<file path="config.mk">
export PLATFORM = sky130hd
export DESIGN_NAME = rle_image_to_bit_planes_flat
export DESIGN_NICKNAME = d
export VERILOG_FILES = /design/src/hw/rtl/rlebp_pkg.sv /design/src/hw/rtl/rlebp_if.sv /design/src/hw/rtl/rlebp_dp.sv /design/src/hw/rtl/rlebp_ctrl.sv /design/src/hw/rtl/rle_image_to_bit_planes.sv /design/src/flat_wrapper.sv
export SDC_FILE = /design/constraint.sdc
export NUM_CORES = 1
export LEC_CHECK = 0
export ABC_AREA = 1
export BUFFER_PORTS_ARGS = -buffer_cell sky130_fd_sc_hd__buf_2
export CAP_MARGIN = 20
export CELL_PAD_IN_SITES_DETAIL_PLACEMENT = 1
export CELL_PAD_IN_SITES_GLOBAL_PLACEMENT = 1
export CORE_UTILIZATION = 30
export CTS_CLUSTER_DIAMETER = 50
export DETAILED_ROUTE_END_ITERATION = 10
export HOLD_SLACK_MARGIN = 0.12
export PLACE_DENSITY = 0.59
export SYNTH_ARGS = -nofsm -noshare
export SYNTH_HDL_FRONTEND = slang
export SYNTH_SLANG_ARGS = --single-unit
export TNS_END_PERCENT = 5
</file>
<file path="constraint.sdc">
create_clock -name clk_i -period 7.45 [get_ports clk_i]
set_input_delay 0.3725 -clock clk_i [delete_from_list [all_inputs] [get_ports clk_i]]
set_output_delay 0.3725 -clock clk_i [all_outputs]
set_load 0.05 [all_outputs]
</file>
<file path="src/hw/rtl/rlebp_pkg.sv">
`default_nettype none

package rlebp_pkg;

  localparam int unsigned GroupPix = 16;
  localparam int unsigned PixBits = 4;
  localparam int unsigned CfgIdxW = 2;
  localparam int unsigned CfgDataW = 16;
  localparam int unsigned LineWidthW = 11;
  localparam int unsigned HeightW = 16;
  localparam int unsigned RunW = 6;

  localparam logic [1:0] COUNT_TAG = 2'b11;

  localparam logic [CfgIdxW-1:0] CFG_LINE_WIDTH = 2'd0;
  localparam logic [CfgIdxW-1:0] CFG_IMAGE_HEIGHT = 2'd1;

  localparam logic [LineWidthW-1:0] LINE_WIDTH_RST = 11'd640;
  localparam logic [HeightW-1:0] IMAGE_HEIGHT_RST = 16'd480;

  typedef struct packed {
    logic load_count;
    logic load_run;
    logic step;
  } cmd_t;

  typedef struct packed {
    logic ignore;
    logic is_count;
    logic run_zero;
    logic emit;
    logic done;
    logic out_free;
  } status_t;

  typedef struct packed {
    logic [15:0] plane_bit0;
    logic [15:0] plane_bit1;
    logic [15:0] plane_bit2;
    logic [15:0] plane_bit3;
    logic        line_end;
    logic        image_end;
    logic        last_of_input;
  } result_t;

endpackage

`default_nettype wire

</file>
<file path="src/hw/rtl/rlebp_if.sv">
`default_nettype none

interface rlebp_byte_if;
  logic       valid;
  logic       ready;
  logic [7:0] enc_byte;

  modport source (output valid, output enc_byte, input ready);
  modport sink (input valid, input enc_byte, output ready);
endinterface

interface rlebp_planes_if;
  logic        valid;
  logic        ready;
  logic [15:0] plane_bit0;
  logic [15:0] plane_bit1;
  logic [15:0] plane_bit2;
  logic [15:0] plane_bit3;
  logic        line_end;
  logic        image_end;
  logic        last_of_input;

  modport source (
    output valid, output plane_bit0, output plane_bit1, output plane_bit2,
    output plane_bit3, output line_end, output image_end, output last_of_input,
    input ready
  );
  modport sink (
    input valid, input plane_bit0, input plane_bit1, input plane_bit2,
    input plane_bit3, input line_end, input image_end, input last_of_input,
    output ready
  );
endinterface

`default_nettype wire

</file>
<file path="src/hw/rtl/rlebp_dp.sv">
`default_nettype none

module rlebp_dp #(
  parameter int unsigned MAX_LINE_PIXELS = 1024
) (
  input  wire logic                             clk_i,
  input  wire logic                             rst_ni,
  input  wire logic                             cfg_we_i,
  input  wire logic [rlebp_pkg::CfgIdxW-1:0]    cfg_idx_i,
  input  wire logic [rlebp_pkg::CfgDataW-1:0]   cfg_data_i,
  input  wire logic [7:0]                       in_byte_i,
  input  wire rlebp_pkg::cmd_t                  cmd_i,
  output rlebp_pkg::status_t                    sts_o,
  input  wire logic                             out_ready_i,
  output logic                                  out_valid_o,
  output rlebp_pkg::result_t                    out_data_o
);

  localparam int unsigned PW = $clog2(MAX_LINE_PIXELS);
  localparam int unsigned WW = (PW + 1 > rlebp_pkg::LineWidthW) ? PW + 1
                                                                 : rlebp_pkg::LineWidthW;
  localparam logic [WW-1:0] MAXW = WW'(MAX_LINE_PIXELS);
  localparam logic [WW-1:0] GRPW = WW'(rlebp_pkg::GroupPix);
  localparam int unsigned RW = rlebp_pkg::RunW;

  logic [rlebp_pkg::LineWidthW-1:0] lw_q;
  logic [rlebp_pkg::HeightW-1:0]    ih_q;
  logic                             pend_q;
  logic [RW-1:0]                    pcnt_q;
  logic [PW-1:0]                    pos_q, pos_d;
  logic [rlebp_pkg::HeightW-1:0]    line_q;
  logic [15:0][3:0]                 group_q, group_d;
  logic [RW-1:0]                    rem_q, rem_d;
  logic [3:0]                       pix_q;
  logic                             out_valid_q;
  rlebp_pkg::result_t               out_q, out_d;

  logic [WW-1:0] w, posw, to_line, grpw, remw, m, cntw, pos_sum;
  logic [3:0]    slot;
  logic [4:0]    cnt;
  logic [RW-1:0] rem_n;
  logic          line_hit, group_hit, emit, done, more_emit, last, img_end;
  logic [15:0]   planes [4];

  always_comb begin
    if (lw_q == '0) begin
      w = WW'(1);
    end else if (WW'(lw_q) > MAXW) begin
      w = MAXW;
    end else begin
      w = WW'(lw_q);
    end
    posw    = WW'(pos_q);
    slot    = 4'(pos_q);
    grpw    = GRPW - WW'(slot);
    to_line = (posw >= w) ? WW'(1) : w - posw;
    remw    = WW'(rem_q);
    m       = (remw < grpw) ? remw : grpw;
    cntw    = (m < to_line) ? m : to_line;
    cnt     = cntw[4:0];
    line_hit  = (cntw == to_line);
    group_hit = (cntw == grpw);
    emit      = line_hit || group_hit;
    rem_n     = rem_q - RW'(cnt);
    pos_sum   = posw + cntw;
    pos_d     = line_hit ? '0 : pos_sum[PW-1:0];
    done      = line_hit || (rem_n == '0);
    more_emit = (rem_n >= RW'(rlebp_pkg::GroupPix)) || ((w - pos_sum) <= WW'(rem_n));
    last      = done || !more_emit;
    img_end   = line_hit && (({1'b0, line_q} + 17'd1) >= {1'b0, ih_q});
    rem_d     = rem_n;
  end

  always_comb begin
    for (int i = 0; i < 16; i++) begin
      if ((5'(i) >= {1'b0, slot}) && (6'(i) < (6'(slot) + 6'(cnt)))) begin
        group_d[i] = pix_q;
      end else begin
        group_d[i] = group_q[i];
      end
    end
    for (int b = 0; b < 4; b++) begin
      for (int i = 0; i < 16; i++) begin
        planes[b][i] = group_d[i][b];
      end
    end
  end

  always_comb begin
    out_d.plane_bit0    = planes[0];
    out_d.plane_bit1    = planes[1];
    out_d.plane_bit2    = planes[2];
    out_d.plane_bit3    = planes[3];
    out_d.line_end      = line_hit;
    out_d.image_end     = img_end;
    out_d.last_of_input = last;
  end

  always_comb begin
    sts_o.ignore   = (line_q >= ih_q);
    sts_o.is_count = !pend_q && (in_byte_i[7:6] == rlebp_pkg::COUNT_TAG);
    sts_o.run_zero = pend_q && (pcnt_q == '0);
    sts_o.emit     = emit;
    sts_o.done     = done;
    sts_o.out_free = !out_valid_q || out_ready_i;
  end

  always_ff @(posedge clk_i or negedge rst_ni) begin
    if (!rst_ni) begin
      lw_q        <= rlebp_pkg::LINE_WIDTH_RST;
      ih_q        <= rlebp_pkg::IMAGE_HEIGHT_RST;
      pend_q      <= 1'b0;
      pcnt_q      <= '0;
      pos_q       <= '0;
      line_q      <= '0;
      group_q     <= '0;
      rem_q       <= '0;
      pix_q       <= '0;
      out_valid_q <= 1'b0;
    end else begin
      if (cfg_we_i) begin
        unique case (cfg_idx_i)
          rlebp_pkg::CFG_LINE_WIDTH:   lw_q <= cfg_data_i[rlebp_pkg::LineWidthW-1:0];
          rlebp_pkg::CFG_IMAGE_HEIGHT: ih_q <= cfg_data_i;
          default: ;
        endcase
      end
      if (cmd_i.load_count) begin
        pend_q <= 1'b1;
        pcnt_q <= in_byte_i[RW-1:0];
      end
      if (cmd_i.load_run) begin
        pend_q <= 1'b0;
        pcnt_q <= '0;
        rem_q  <= pend_q ? pcnt_q : RW'(1);
        pix_q  <= in_byte_i[rlebp_pkg::PixBits-1:0];
      end
      if (cmd_i.step) begin
        rem_q   <= rem_d;
        pos_q   <= pos_d;
        group_q <= emit ? '0 : group_d;
        if (line_hit) begin
          line_q <= line_q + 16'd1;
        end
      end
      if (cmd_i.step && emit) begin
        out_valid_q <= 1'b1;
      end else if (out_ready_i) begin
        out_valid_q <= 1'b0;
      end
    end
  end

  always_ff @(posedge clk_i) begin
    if (cmd_i.step && emit) begin
      out_q <= out_d;
    end
  end

  assign out_valid_o = out_valid_q;
  assign out_data_o  = out_q;

endmodule

`default_nettype wire

</file>
<file path="src/hw/rtl/rlebp_ctrl.sv">
`default_nettype none

module rlebp_ctrl (
  input  wire logic               clk_i,
  input  wire logic               rst_ni,
  input  wire logic               in_valid_i,
  output logic                    in_ready_o,
  input  wire rlebp_pkg::status_t sts_i,
  output rlebp_pkg::cmd_t         cmd_o
);

  localparam logic ST_IDLE = 1'b0;
  localparam logic ST_RUN  = 1'b1;

  logic state_q, state_d;
  logic accept;

  always_comb begin
    state_d          = state_q;
    in_ready_o       = 1'b0;
    cmd_o.load_count = 1'b0;
    cmd_o.load_run   = 1'b0;
    cmd_o.step       = 1'b0;
    accept           = 1'b0;
    unique case (state_q)
      ST_IDLE: begin
        in_ready_o = 1'b1;
        accept     = in_valid_i && !sts_i.ignore;
        if (accept && sts_i.is_count) begin
          cmd_o.load_count = 1'b1;
        end else if (accept) begin
          cmd_o.load_run = 1'b1;
          if (!sts_i.run_zero) begin
            state_d = ST_RUN;
          end
        end
      end
      ST_RUN: begin
        cmd_o.step = !sts_i.emit || sts_i.out_free;
        if (cmd_o.step && sts_i.done) begin
          state_d = ST_IDLE;
        end
      end
      default: state_d = ST_IDLE;
    endcase
  end

  always_ff @(posedge clk_i or negedge rst_ni) begin
    if (!rst_ni) begin
      state_q <= ST_IDLE;
    end else begin
      state_q <= state_d;
    end
  end

endmodule

`default_nettype wire

</file>
<file path="src/hw/rtl/rle_image_to_bit_planes.sv">
`default_nettype none

// channel | dir | payload                                   | accepted when
// in_if   | in  | enc_byte                                  | valid && ready
// out_if  | out | plane_bit0..3, line_end, image_end, last   | valid && ready
// cfg     | in  | cfg_idx_i, cfg_data_i                     | cfg_we_i
//
// a byte is taken while idle; a pixel byte is then written out stretch by
// stretch, each bounded by group end, line end or run end, and no new byte
// is taken until its run is done (one group per cycle unless output stalls)
// reset clears all counters and the open group; no clearing pass
// a stalled output holds the datapath only when a new group must be emitted

module rle_image_to_bit_planes #(
  parameter int unsigned MAX_LINE_PIXELS = 1024
) (
  input  wire logic                           clk_i,
  input  wire logic                           rst_ni,
  input  wire logic                           cfg_we_i,
  input  wire logic [rlebp_pkg::CfgIdxW-1:0]  cfg_idx_i,
  input  wire logic [rlebp_pkg::CfgDataW-1:0] cfg_data_i,
  rlebp_byte_if.sink                          in_if,
  rlebp_planes_if.source                      out_if
);

  rlebp_pkg::cmd_t    cmd;
  rlebp_pkg::status_t sts;
  rlebp_pkg::result_t res;

  rlebp_ctrl u_ctrl (
    .clk_i      (clk_i),
    .rst_ni     (rst_ni),
    .in_valid_i (in_if.valid),
    .in_ready_o (in_if.ready),
    .sts_i      (sts),
    .cmd_o      (cmd)
  );

  rlebp_dp #(
    .MAX_LINE_PIXELS (MAX_LINE_PIXELS)
  ) u_dp (
    .clk_i       (clk_i),
    .rst_ni      (rst_ni),
    .cfg_we_i    (cfg_we_i),
    .cfg_idx_i   (cfg_idx_i),
    .cfg_data_i  (cfg_data_i),
    .in_byte_i   (in_if.enc_byte),
    .cmd_i       (cmd),
    .sts_o       (sts),
    .out_ready_i (out_if.ready),
    .out_valid_o (out_if.valid),
    .out_data_o  (res)
  );

  assign out_if.plane_bit0    = res.plane_bit0;
  assign out_if.plane_bit1    = res.plane_bit1;
  assign out_if.plane_bit2    = res.plane_bit2;
  assign out_if.plane_bit3    = res.plane_bit3;
  assign out_if.line_end      = res.line_end;
  assign out_if.image_end     = res.image_end;
  assign out_if.last_of_input = res.last_of_input;

endmodule

`default_nettype wire
</file>
<file path="src/flat_wrapper.sv">
// flat-port wrapper written by rule: the top's interface ports become plain ports
module rle_image_to_bit_planes_flat 
#(
  parameter int unsigned MAX_LINE_PIXELS = 1024
)
  (clk_i, rst_ni, cfg_we_i, cfg_idx_i, cfg_data_i, in_if_valid, in_if_enc_byte, in_if_ready, out_if_valid, out_if_plane_bit0, out_if_plane_bit1, out_if_plane_bit2, out_if_plane_bit3, out_if_line_end, out_if_image_end, out_if_last_of_input, out_if_ready);
  rlebp_byte_if in_if_i ();
  rlebp_planes_if out_if_i ();
  input  wire logic clk_i;
  input  wire logic rst_ni;
  input  wire logic cfg_we_i;
  input  wire logic [rlebp_pkg::CfgIdxW-1:0] cfg_idx_i;
  input  wire logic [rlebp_pkg::CfgDataW-1:0] cfg_data_i;
  input wire logic [$bits(in_if_i.valid)-1:0] in_if_valid;
  input wire logic [$bits(in_if_i.enc_byte)-1:0] in_if_enc_byte;
  output wire logic [$bits(in_if_i.ready)-1:0] in_if_ready;
  output wire logic [$bits(out_if_i.valid)-1:0] out_if_valid;
  output wire logic [$bits(out_if_i.plane_bit0)-1:0] out_if_plane_bit0;
  output wire logic [$bits(out_if_i.plane_bit1)-1:0] out_if_plane_bit1;
  output wire logic [$bits(out_if_i.plane_bit2)-1:0] out_if_plane_bit2;
  output wire logic [$bits(out_if_i.plane_bit3)-1:0] out_if_plane_bit3;
  output wire logic [$bits(out_if_i.line_end)-1:0] out_if_line_end;
  output wire logic [$bits(out_if_i.image_end)-1:0] out_if_image_end;
  output wire logic [$bits(out_if_i.last_of_input)-1:0] out_if_last_of_input;
  input wire logic [$bits(out_if_i.ready)-1:0] out_if_ready;
  assign in_if_i.valid = in_if_valid;
  assign in_if_i.enc_byte = in_if_enc_byte;
  assign in_if_ready = in_if_i.ready;
  assign out_if_valid = out_if_i.valid;
  assign out_if_plane_bit0 = out_if_i.plane_bit0;
  assign out_if_plane_bit1 = out_if_i.plane_bit1;
  assign out_if_plane_bit2 = out_if_i.plane_bit2;
  assign out_if_plane_bit3 = out_if_i.plane_bit3;
  assign out_if_line_end = out_if_i.line_end;
  assign out_if_image_end = out_if_i.image_end;
  assign out_if_last_of_input = out_if_i.last_of_input;
  assign out_if_i.ready = out_if_ready;
  rle_image_to_bit_planes #(.MAX_LINE_PIXELS(MAX_LINE_PIXELS)) u_core (.clk_i(clk_i), .rst_ni(rst_ni), .cfg_we_i(cfg_we_i), .cfg_idx_i(cfg_idx_i), .cfg_data_i(cfg_data_i), .in_if(in_if_i), .out_if(out_if_i));
endmodule
</file>
Word level (Yosys, flattened, before mapping):

Index checks and enable logic that the tools add are counted.
Widths: inputs -> output; s select.

* flip-flop bits (word level): 203
* input bits: 31
* output and inout port bits: 69

* add/subtract/negate cells: 8
* order comparisons: 39
* eq/ne operators: 4
* muxes and demuxes: 43
* bitwise logic cells: 1
* reductions and logical operators: 43

Operator list (count)
* $mux 4: 16
* $mux 64: 1
* $mux 11: 5
* $lt 4x6->1 const A: 8
* $mux 6: 5
* $ge 4x4->1 const A: 7
* $lt 3x6->1 const A: 4
* $eq 11x11->1: 2
* $logic_and 1x1->1: 22
* $add 16x1->17 const B: 1
* $ge 17x16->1: 1
* $add 16x1->16 const B: 1
* $ge 16x16->1: 1
* $ge 3x4->1 const A: 4
* $mux 1: 13
* $logic_not 6->1: 2
* $lt 1x6->1 const A: 2
* $lt 2x6->1 const A: 2
* $add 10x11->11: 1
* $ge 10x11->1: 1
* $gt 11x11->1 const B: 1
* $le 11x6->1: 1
* $logic_not 11->1: 1
* $lt 11x11->1: 1
* other kinds (20): 35

Longest topological paths before layout:

* depth after elaboration: 14
* depth in mapped cells: 48
* depth with buffers taken out: 48

Hierarchy:

Synthesis repeated with hierarchy kept, for this count alone.

* cells, all modules: 1546
* area total of the unflattened synthesis: 12484.5 µm²

By module, submodules not included
* rlebp_dp: times used 1, cells an instance 1528, area an instance 12388.1 µm², seq. area each 5397.7 µm²
* rlebp_ctrl: times used 1, cells an instance 18, area an instance 96.3 µm², seq. area each 25.0 µm²

Least setup slack after synthesis:

OpenSTA, ideal clock, no wires.

* kind: reg2reg
* start point: reg u_core.u_dp.lw_q[1] (netlist bit)
* end point: reg u_core.u_dp.out_q, in the netlist u_core.u_dp.out_data_o[0] (data pin)
* arrival time: 6.445 ns
* required time: 7.186 ns
* path slack: 0.742 ns
* stages on the path, launching flop included: 45
* path buffers: 0
* period minus slack after synthesis: 6.708 ns
* path through: dfrtp_1 nor4_1 nand2_1 o21ai_0 inv_1 nor2_1 ha_1 nor2_1 a21oi_1 nand2_1 nand3_2 nand2_2 nor2_1 inv_1 ha_1 a21o_1 a21oi_1 nor2_2 (+9 left out) nand2_1 xor2_1 ha_1 a21oi_1 o21ai_0 o21a_1 nor2_1 ha_1 nand3_1 nor2_1 o32ai_1 o21ai_0 nor3_1 o21ai_0 a21oi_1 nand2_1 o21ai_0 nand3_1

* longest elaborated chain between the ends: 13
* elaborated cells on any way between the ends: 20

Ends and longest elaborated chain
* start, declared: line rlebp_dp.sv:26 `logic [rlebp_pkg::LineWidthW-1:0] lw_q;`
* start signal, assigned: line rlebp_dp.sv:110 `lw_q <= rlebp_pkg::LINE_WIDTH_RST;`
* start signal, assigned: line rlebp_dp.sv:123 `rlebp_pkg::CFG_LINE_WIDTH: lw_q <= cfg_data_i[rlebp_pkg::LineWidthW-1:0];`
* $gt 11x11->1: line rlebp_dp.sv:48 `end else if (WW'(lw_q) > MAXW) begin`
* $mux 11: line rlebp_dp.sv:48
* $mux 11 *: line rlebp_dp.sv:46 `if (lw_q == '0) begin`
* $sub 11x10->11 / $ge 10x11->1 (equally long branches): line rlebp_dp.sv:56 `to_line = (posw >= w) ? WW'(1) : w - posw;`
* $mux 11: line rlebp_dp.sv:56
* $lt 11x11->1: line rlebp_dp.sv:59 `cntw = (m < to_line) ? m : to_line;`
* $mux 11: line rlebp_dp.sv:59
* $add 10x11->11: line rlebp_dp.sv:65 `pos_sum = posw + cntw;`
* $sub 11x11->11: line rlebp_dp.sv:68 `more_emit = (rem_n >= RW'(rlebp_pkg::GroupPix)) || ((w - pos_sum) <= WW'(rem_n));`
* $le 11x6->1: line rlebp_dp.sv:68
* $logic_or 1x1->1: line rlebp_dp.sv:68
* $logic_not 1->1: line rlebp_dp.sv:69 `last = done || !more_emit;`
* $logic_or 1x1->1 *: line rlebp_dp.sv:69
* named net u_core.u_dp.last: line rlebp_dp.sv:42 `logic line_hit, group_hit, emit, done, more_emit, last, img_end;`
* end signal, assigned: line rlebp_dp.sv:156 `out_q <= out_d;`
* end, declared: line rlebp_dp.sv:36 `rlebp_pkg::result_t out_q, out_d;`

Mark *: on every way through the listed nets, which the timed path passes. The rest lies on a longest branch.
A chain may end at the register's enable or synchronous reset.

Worst setup path after layout:

* start point: reg u_core.u_dp.lw_q[5] (netlist bit)
* end point: reg u_core.u_dp.out_q, in the netlist u_core.u_dp.out_data_o[0] (data pin)

Same word-level chain as after synthesis.

==> key figures <==
Critical path
  – Most Frequent Cell on Critical Path: nand2_4
  – Slowest stage delay, CP: 0.40 ns
  – Crit. End Element: flop
  – Worst Path Buf+Inv: 4
  – Startpoint Class: flop
  – CP delay by family, top: simple AND/OR/NAND/NOR gates
  – WP data arrival: 7.33 ns
  – Slowest-stage cell, CP: dfrtp_1
  – Req. time, crit path: 7.76 ns
  – WS Path Type: reg2reg
  – Crit path max fanout: 7

Route
  – Total Routed Length: ~36000 um
  – DR WL/cell: 16.4 um
  – Antenna-violating nets left: 0
  – DR pass1 iterations: 4
  – Iter 0 DRT Violations: 414
  – Routed vias/inst: 4.70
  – Via count: around 10000
  – DRC viols: 0

Floorplanning
  – I/O pins: 100
  – Core Rows: 73
  – Initial Util: ~30%
  – Die ar.: 41100 um2
  – Core box area: 39700 um2
  – Height of the chip: 203 um
  – Chip width: 203 um

Clocking
  – H-tree lvl count: 1
  – Clock buffer depth: 3
  – Clock root cell: clkbuf_16
  – CTS clk-pin slew, worst paths: 0.05 ns
  – Num CTS Buffers: 31
  – Worst-Skew Late Latency: slightly below 0.6 ns
  – CTS tree: done
  – Clk sinks: about 200

Final layout
  – Finished Core Util: 38.2%
  – Filler Cells Inserted: 4770
  – Post-layout nets: between 1500 and 2000
  – Commonest non-fill, non-tap cell in the layout: nand2_1
  – Synthesis-to-finish area growth: 25.3%
  – Ratio of cells with drive above 1 in the final layout: 20.2%
  – ANT cells: 0
  – Most frequent cells in the layout: 492 x nand2_1, 160 x inv_1, 130 x dfrtp_1, 116 x o21ai_0, 98 x buf_2

Timing
  – Hold WS: 0.155 ns
  – Worst Tran Pin Value: around 0.86 ns
  – Setup WS post-layout: 0.427 ns
  – Setup_tns: 0 ns
  – Slew HR: 43.0%
  – Final setup vio count: 0
  – Final Slew Violations: 0
  – Clock Skew: 0.0168 ns
  – RSZ-0062 raised after global routing: true
  – Min cycle time layout: 7.02 ns
  – FMAX: 142 MHz
  – Final Hold Fails: 0
  – Ratio of final minimum period to clock period: between 90% and 100%

Synthesis
  – Synth top area share: a little over a quarter
  – EDFF count, synth: 67
  – Synth top area cells: dfrtp_1 27%, edfxtp_1 17%, nand2_1 15%
  – Yosys warns: 0
  – Synth cell types: ~50
  – Top FF cell, synth: dfrtp_1
  – Post-synth ARST share: 67.0%
  – #FFs+latches synth: 203
  – Dominant cell type by area after synthesis: dfrtp_1
  – Syn avg cell area: ~8 um2
  – Cells after synthesis: ~1500
  – Register area share after synthesis: 44.8%
  – Cell Area, Synth: 12100 um2

Placement
  – DPL Wire Length: 26900 um
  – DP Worst Slack: -0.296 ns
  – Port Buffers: 99
  – Routability congestion estimate: approximately 0.85

GRT
  – Pin count of the biggest net entering global routing: 81
  – Vias in the first global route: 10700
  – First-pass GRT wire length: between 50000 and 60000 um
  – Initial antenna violation count: 1
  – GRT Overall Usage: about 18%
  – Grt ovf: 0

Run
  – Number of max-cap violations: 0

Worst hold path
  – Worst hold path class: in2reg

Status
  – Status: finished, final reports clean
sequential cells by signal, indices dropped and copies added, names as in the netlist:
register,count
u_core.u_dp.pix_q,4
u_core.u_dp.group_q,64
u_core.u_dp.pos_q,10
u_core.u_dp.ih_q,16
u_core.u_ctrl.state_q,1
u_core.u_dp.pend_q,1
u_core.u_dp.out_data_o,67
u_core.u_dp.out_valid_o,1
u_core.u_dp.rem_q,6
u_core.u_dp.lw_q,11
u_core.u_dp.pcnt_q,6
u_core.u_dp.line_q,16
cell type report:
| cell class | count | area [um2] | area share (%) |
|---|---|---|---|
| well taps | 525 | 657 | 4.33 |
| flip-flops and latches | 203 | 5420 | 35.8 |
| clock inverters | 17 | 171 | 1.13 |
| inverters | 183 | 697 | 4.59 |
| clock buffers | 41 | 885 | 5.83 |
| multi-input cells | 1082 | 6220 | 41.0 |
| repair buffers | 170 | 1110 | 7.33 |
metrics by stage:
step                      area, um2  cells
after floorplan               12100   1505
after global placement        13300   2119
after detailed placement      13300   2119
after CTS                     14600   2201
after global routing          15200   2221
final                         15200   2221
logic make-up after synthesis:
group | share of synthesized area, %
compound gates | 9.77
other cells | 0.0310
xor+xnor | 2.17
buf+inv | 7.55
fa+ha+maj | 9.55
flops | 44.8
simple gates | 26.1
repair_timing:
item / CTS / global route
hold buffers: 23 / 0
buffers inserted: 1 / 18
endpoints found under the hold margin: 109 / 0
resized for setup: 14 / 87
gates cloned: 0 / 0
setup endpoints to repair: 1 / 1
pin swaps: 1 / 37
worst register-to-register path, delay by kind of cell, from the launching register on:
| kind | cells | cell delay, ns |
|---|---|---|
| fa+ha+maj | 6 | 1.60 |
| simple gates | 25 | 2.81 |
| xor+xnor | 1 | 0.08 |
| flops | 1 | 0.40 |
| compound gates | 10 | 1.54 |
| buf+inv | 4 | 0.32 |
synthesized netlist by cell type (7+ instances only):
master / n
nand3_2: 7
xor2_1: 19
nand4_1: 11
a21oi_1: 51
nand2_1: 499
inv_1: 171
o21ai_1: 15
xnor2_1: 11
nand3_1: 79
inv_2: 10
ha_1: 86
nor3_1: 11
buf_2: 14
edfxtp_1: 67
dfrtp_1: 130
o21ai_0: 123
or2_2: 7
nand2_2: 26
nor2_1: 75
clkbuf_1: 14
path summary, 6_finish.rpt:
kind | from | endpoint | slack (ns) | cells after the start
max reg2reg | u_core.u_dp.lw_q[5] | u_core.u_dp.out_data_o[0] | 0.43 | 46
min | cfg_data_i[0] | u_core.u_dp.lw_q[0] | 0.16 | 3
max in group asynchronous | rst_ni | u_core.u_dp.line_q[1] | 5.65 | 3
min reg2reg | u_core.u_dp.group_q[61] | u_core.u_dp.group_q[61] | 0.47 | 2
max | u_core.u_dp.lw_q[5] | u_core.u_dp.out_data_o[0] | 0.43 | 46
min in group asynchronous | rst_ni | u_core.u_dp.group_q[44] | 0.42 | 2
per-layer routing:
metal,track usage [%],up-vias,routed length [um],part of all wire [%]
li1,-,5203,-,-
met1,24.3,5014,17400,48
met2,29.5,162,16900,46
met3,2.55,57,1160,3.2
met4,4.91,2,933,2.6
met5,0,-,16,0.044
Power is not shown: default switching activity piles up to over one toggle a cycle in this logic, so the estimate is an artifact.
